[config.mk]
export PLATFORM = sky130hd
export DESIGN_NAME = qshdc_max_unit
export DESIGN_NICKNAME = d
export VERILOG_FILES = /design/src/hw/rtl/qshdc_pkg.sv /design/src/hw/rtl/qshdc_max_unit.sv
export SDC_FILE = /design/constraint.sdc
export NUM_CORES = 1
export LEC_CHECK = 0
export BUFFER_PORTS_ARGS = -buffer_cell sky130_fd_sc_hd__clkbuf_2
export CAP_MARGIN = 20
export CELL_PAD_IN_SITES_DETAIL_PLACEMENT = 0
export CELL_PAD_IN_SITES_GLOBAL_PLACEMENT = 2
export CORE_MARGIN = 2
export CORE_UTILIZATION = 32
export DETAILED_ROUTE_END_ITERATION = 7
export PLACE_DENSITY_LB_ADDON = 0.1
export SYNTH_ARGS = -nofsm -noshare
export SYNTH_HDL_FRONTEND = slang
export SYNTH_SLANG_ARGS = --single-unit
[constraint.sdc]
create_clock -name clock -period 7.14 [get_ports clock]
set_input_delay 0 -clock clock [delete_from_list [all_inputs] [get_ports clock]]
set_output_delay 0 -clock clock [all_outputs]
set_load 0.005 [all_outputs]
[src/hw/rtl/qshdc_pkg.sv]
// ----------------------------------------------------------------------------
// qshdc_pkg
// shared types, constants and helpers for the discipline checker
// ----------------------------------------------------------------------------
package qshdc_pkg;

   localparam int DEPTH      = 1024;
   localparam int VALUE_BITS = 32;
   localparam int ADDR_BITS  = $clog2(DEPTH);
   localparam int CNT_BITS   = ADDR_BITS + 1;

   localparam logic [1:0] OP_INSERT  = 2'd0;
   localparam logic [1:0] OP_REMOVE  = 2'd1;
   localparam logic [1:0] OP_RESTART = 2'd2;

   localparam logic [2:0] VERDICT_NONE  = 3'd0;
   localparam logic [2:0] VERDICT_MULTI = 3'd1;
   localparam logic [2:0] VERDICT_QUEUE = 3'd2;
   localparam logic [2:0] VERDICT_STACK = 3'd3;
   localparam logic [2:0] VERDICT_PRIO  = 3'd4;

   typedef logic [VALUE_BITS-1:0] value_type;
   typedef logic [ADDR_BITS-1:0]  addr_type;
   typedef logic [CNT_BITS-1:0]   count_type;

   typedef struct packed {
      logic     clear;
      logic     en;
      addr_type idx;
   } max_ctl_type;

   function automatic logic [2:0] verdict_of(input logic [2:0] mask);
      logic [2:0] v;
      unique case (mask)
         3'b000:  v = VERDICT_NONE;
         3'b001:  v = VERDICT_QUEUE;
         3'b010:  v = VERDICT_STACK;
         3'b100:  v = VERDICT_PRIO;
         default: v = VERDICT_MULTI;
      endcase
      return v;
   endfunction

endpackage

[src/hw/rtl/qshdc_max_unit.sv]
// ----------------------------------------------------------------------------
// qshdc_max_unit
// magnitude compare unit, keeps the running maximum and its index
// ----------------------------------------------------------------------------
module qshdc_max_unit (
   input  logic                   clock,
   input  qshdc_pkg::max_ctl_type ctl,
   input  qshdc_pkg::value_type   data,
   output qshdc_pkg::value_type   best_val,
   output qshdc_pkg::addr_type    best_idx
);

   logic                 valid_ff, valid_in;
   qshdc_pkg::value_type val_ff, val_in;
   qshdc_pkg::addr_type  idx_ff, idx_in;

   always_comb begin
      valid_in = valid_ff;
      val_in   = val_ff;
      idx_in   = idx_ff;
      if (ctl.clear) begin
         valid_in = 1'b0;
      end else if (ctl.en && (!valid_ff || data > val_ff)) begin
         valid_in = 1'b1;
         val_in   = data;
         idx_in   = ctl.idx;
      end
   end

   always_ff @(posedge clock) begin
      valid_ff <= valid_in;
      val_ff   <= val_in;
      idx_ff   <= idx_in;
   end

   assign best_val = val_ff;
   assign best_idx = idx_ff;

endmodule

# Yosys cells after proc, flatten, opt, wreduce, memory -nomap -nowiden
# Cells that the tools add are included.
# op_classes
multipliers	0
shift	0
n_reduce_logical	4
add_sub_neg	0
eq_ne	0
bitwise_logic	1
n_div	0
order_cmp	1
mux	0
# ops
operator	count
> comparator 32 bit	1
AND reduction 2 bit	1
logical AND 1 bit	1
logical NOT 1 bit	1
logical OR 1 bit	1
NOT 1 bit	1
# totals
rom_bits	0
wordCells	9
ff_bits	43
output_inout_bits	42
latchBits	0
ramBits	0
input_bits	45
memories	0

# Depth between registers and ports, before layout
# logic_depth
ltp_word	4
mapped_depth	7
mapped_depth_nobuf	7

# Worst setup path before layout
# Ideal clock, no wire load.
# synth_timing
path_type	register to register
start	register val_ff[1], in the netlist best_val[1]
end	register idx_ff[0], in the netlist best_idx[0] (enable)
path_stages_with_launch	8
required_time_ns	6.738
t_arrival_ns	2.379
path_buffers	0
period_less_slack_ns	2.781
path_slack_ns	4.359
cell_sequence	edfxtp_1 > inv_1 > ha_1 > nor2b_1 > o211ai_1 > a2111o_1 > a31oi_1 > o21a_1
# synth_between
elab_chain_len	4
# synth_rtl
item	line	text
start, declared	qshdc_max_unit.sv:14	qshdc_pkg::value_type val_ff, val_in;
start signal, assigned	qshdc_max_unit.sv:32	val_ff <= val_in;
> comparator 32 bit	qshdc_max_unit.sv:23	end else if (ctl.en && (!valid_ff || data > val_ff)) begin
logical OR 1 bit	qshdc_max_unit.sv:23	
logical AND 1 bit	qshdc_max_unit.sv:23	
AND reduction 2 bit (no source line)	--	
end signal, assigned	qshdc_max_unit.sv:33	idx_ff <= idx_in;
end, declared	qshdc_max_unit.sv:15	qshdc_pkg::addr_type idx_ff, idx_in;
# No other way between the ends.
# A chain may end at the register's enable or synchronous reset.

# Worst setup path in the final report
# layout_timing
start	register val_ff[27], in the netlist best_val[27]
end	register val_ff[2], in the netlist best_val[2] (enable)
# layout_between
elab_chain_len	4
# layout_rtl
item	line
> comparator 32 bit	qshdc_max_unit.sv:23
logical OR 1 bit	qshdc_max_unit.sv:23
logical AND 1 bit	qshdc_max_unit.sv:23
AND reduction 2 bit (no source line)	--
# No other way between the ends.

==> results.ini <==
[floorplan]
dieHeight_um = 85.1
coreArea_um2 = 6350
start_util_pct = 33.2
dieArea_um2 = 7250
num_rows = 29
io_pins = 87
floorplan.die.width_um = 85.1

[layout]
nNetsFinal = 375
drive_gt1_share_pct = 31.8
nFillCells = 579
finish.instance_area_um2 = 3190
diodes = 0
layout-area-overhead-vs-synth_pct = 51.4
fin_cells = 376

[timing]
hold_ws_ps = 413
finalHoldViolCount = 0
finalWorstPathRequiredPeriod_ps = 2680
fin_tns_setup_ps = 0
finClkSkew_ps = 7.71
setup-violations-final = 0
grt_setup_unrepaired = no
slew_viol_final = 0
max_freq_ghz = 0.373
fin_crit_sh_pct = 37.5
relSlewSlack_pct = 31.2
fin_ws_ps = 4460
worst_pin_slew_ps = 1030

[synthesis]
synth_cells = 161
synth_nets = 238
synthTopCellsByCount = 42 x edfxtp_1, 35 x inv_1, 32 x ha_1, 14 x a21oi_1
avgSynthCellArea_um2 = 13.1
syn_area_um2 = 2110
yosys.cell_count.top_type = edfxtp_1
synth_top_area_share_pct = 59.9
ys_types = 22
ys_ff_latch = 43
ys_async_sr_fraction_pct = 0
yosysTopAreaCell = edfxtp_1
ys_seq_area_share_pct = 60.8
synth_area_leaders = edfxtp_1 60%, ha_1 19%, inv_1 6.2%, a21oi_1 3.3%, nand4_1 2.1%
synth_warnings = 0
ys.flop_type = edfxtp_1
synth-edff-count = 42

[worst_setup_path]
worstRegToRegCells = 7
start_kind = flip-flop
crit_fanout = 42
crit_required_ps = 7070
arrival_ps = 2600
critPathKind = reg2reg
end_kind = flip-flop

[clock_tree]
cts_max_level = 2
clkTransAtPathRegs_ps = 90
cts_buffers = 5
clock-root-buffer = clkbuf_8
cts_buffer_depth = 2
cts_setup_buffers = 0
clkSinkCount = 43
cts_tree = yes
clk_latency_ps = 300

[route]
vias_per_cell = 4.35
dr.first_iter.drc_count = 30
num_vias = 1636
routed_wl_um = 4520
wl_met1_um = 2110
dr_wl_met3_um = 230
top_layer_used = met4
drcViolationCount = 0
drt_pass1_iterations = 4
met2_length_um = 2140
post_drt_wl_per_cell_um = 12.0
ant_nets = 0

[min_path]
hold_path_class = in2reg
holdPathStages = 2

[job]
cap_viol_max_count = 0

[global_route]
grt.overflow.total = 0
grt_max_degree = 43
grt_antenna_before_repair = 0
grt.total_usage_pct = 12.9
grt_pass1_wl_um = 7420
grt_pass1_vias = 1668

[placed_design]
place.gp.congestion = 0.755
dp.cells = 324
dp_hpwl_um = 3300
pre_cts_ws_ps = 4390
io_buffers = 86
dpl_cell_area_um2 = 2640

[status]
status = finished, final reports clean

[pwr]
vdd_ir_drop_max_uv = 94.2
cellPowerDensity_nw_per_um2 = 180
p_leak_nw = 1.52

[cells in the final DEF, fill, tap and decap left out, types with 3 or more instances in the layout]
master	instances
a21oi_1	14
clkbuf_2	86
clkbuf_8	5
dlygate4sd3_1	44
edfxtp_1	42
ha_1	32
inv_1	35
nand2_1	7
nand3_1	4
nand4_1	7
o21ai_0	3
[cells by family (layout without fill, tap and decap cells)]
logic type,count (synthesis),after routing,share of synthesized area (%)
adder cells (fa/ha/maj),32,32,19.0
buffers and inverters,35,173,6.24
AO/OA/AOI/OAI,28,28,8.37
flip-flops,43,43,60.8
AND/OR/NAND/NOR,23,23,5.58
[critical path: stages (launching register included)]
cell and delay (ps):
edfxtp_1 370, inv_1 50, ha_1 300, nand4_1 130, nor3_1 350, nand2_1 100
a31oi_1 160, o21a_2 830
[routing by layer]
layer / vias to the layer above / track usage (%)
met5: - / 0
met1: 726 / 16.6
met2: 47 / 21.7
met3: 4 / 3.21
met4: 0 / 3.46
li1: 859 / -
[power breakdown]
part / switching [mW] / internal, mW / leakage, nW
clock: 0.0900 / 0.105 / 0.0548
sequential: 0.00447 / 0.291 / 0.399
combinational: 0.0381 / 0.0457 / 1.06
total: 0.133 / 0.442 / 1.52
[through the flow]
| stage | total power [mW] | util (%) |
|---|---|---|
| floorplan | 0.333 | - |
| global placement | 0.368 | 41.5 |
| detailed placement | 0.367 | 41.5 |
| CTS | 0.584 | 50.2 |
| global route | 0.604 | 50.2 |
| finish | 0.575 | 50.2 |
[path summary, 6_finish.rpt]
kind | start | to | slack, ps
max | best_val[27] | best_val[2] | 4460
min | ctl[0] | best_idx[0] | 410
max reg2reg | best_val[27] | best_val[2] | 4460
min reg2reg | valid_ff | valid_ff | 1040
[flip-flops by register name, summed over array words and instances (netlist names)]
name / flops
valid_ff: 1
best_val: 32
best_idx: 10
[cell type report]
cell class / count / area [um^2] / share of cell area, %
Clock buffer: 5 / 68.8 / 2.16
Tap cell: 77 / 96.3 / 3.02
Timing Repair Buffer: 130 / 871 / 27.3
Clock inverter: 3 / 46.3 / 1.45
Sequential cell: 43 / 1280 / 40.2
Multi-Input combinational cell: 83 / 696 / 21.8
Inverter: 35 / 131 / 4.12
[timing repair]
item	CTS	global route
resized for setup	0	0
hold endpoints to repair	43	0
hold buffers	44	0
Power figures use the tool's default switching activity.
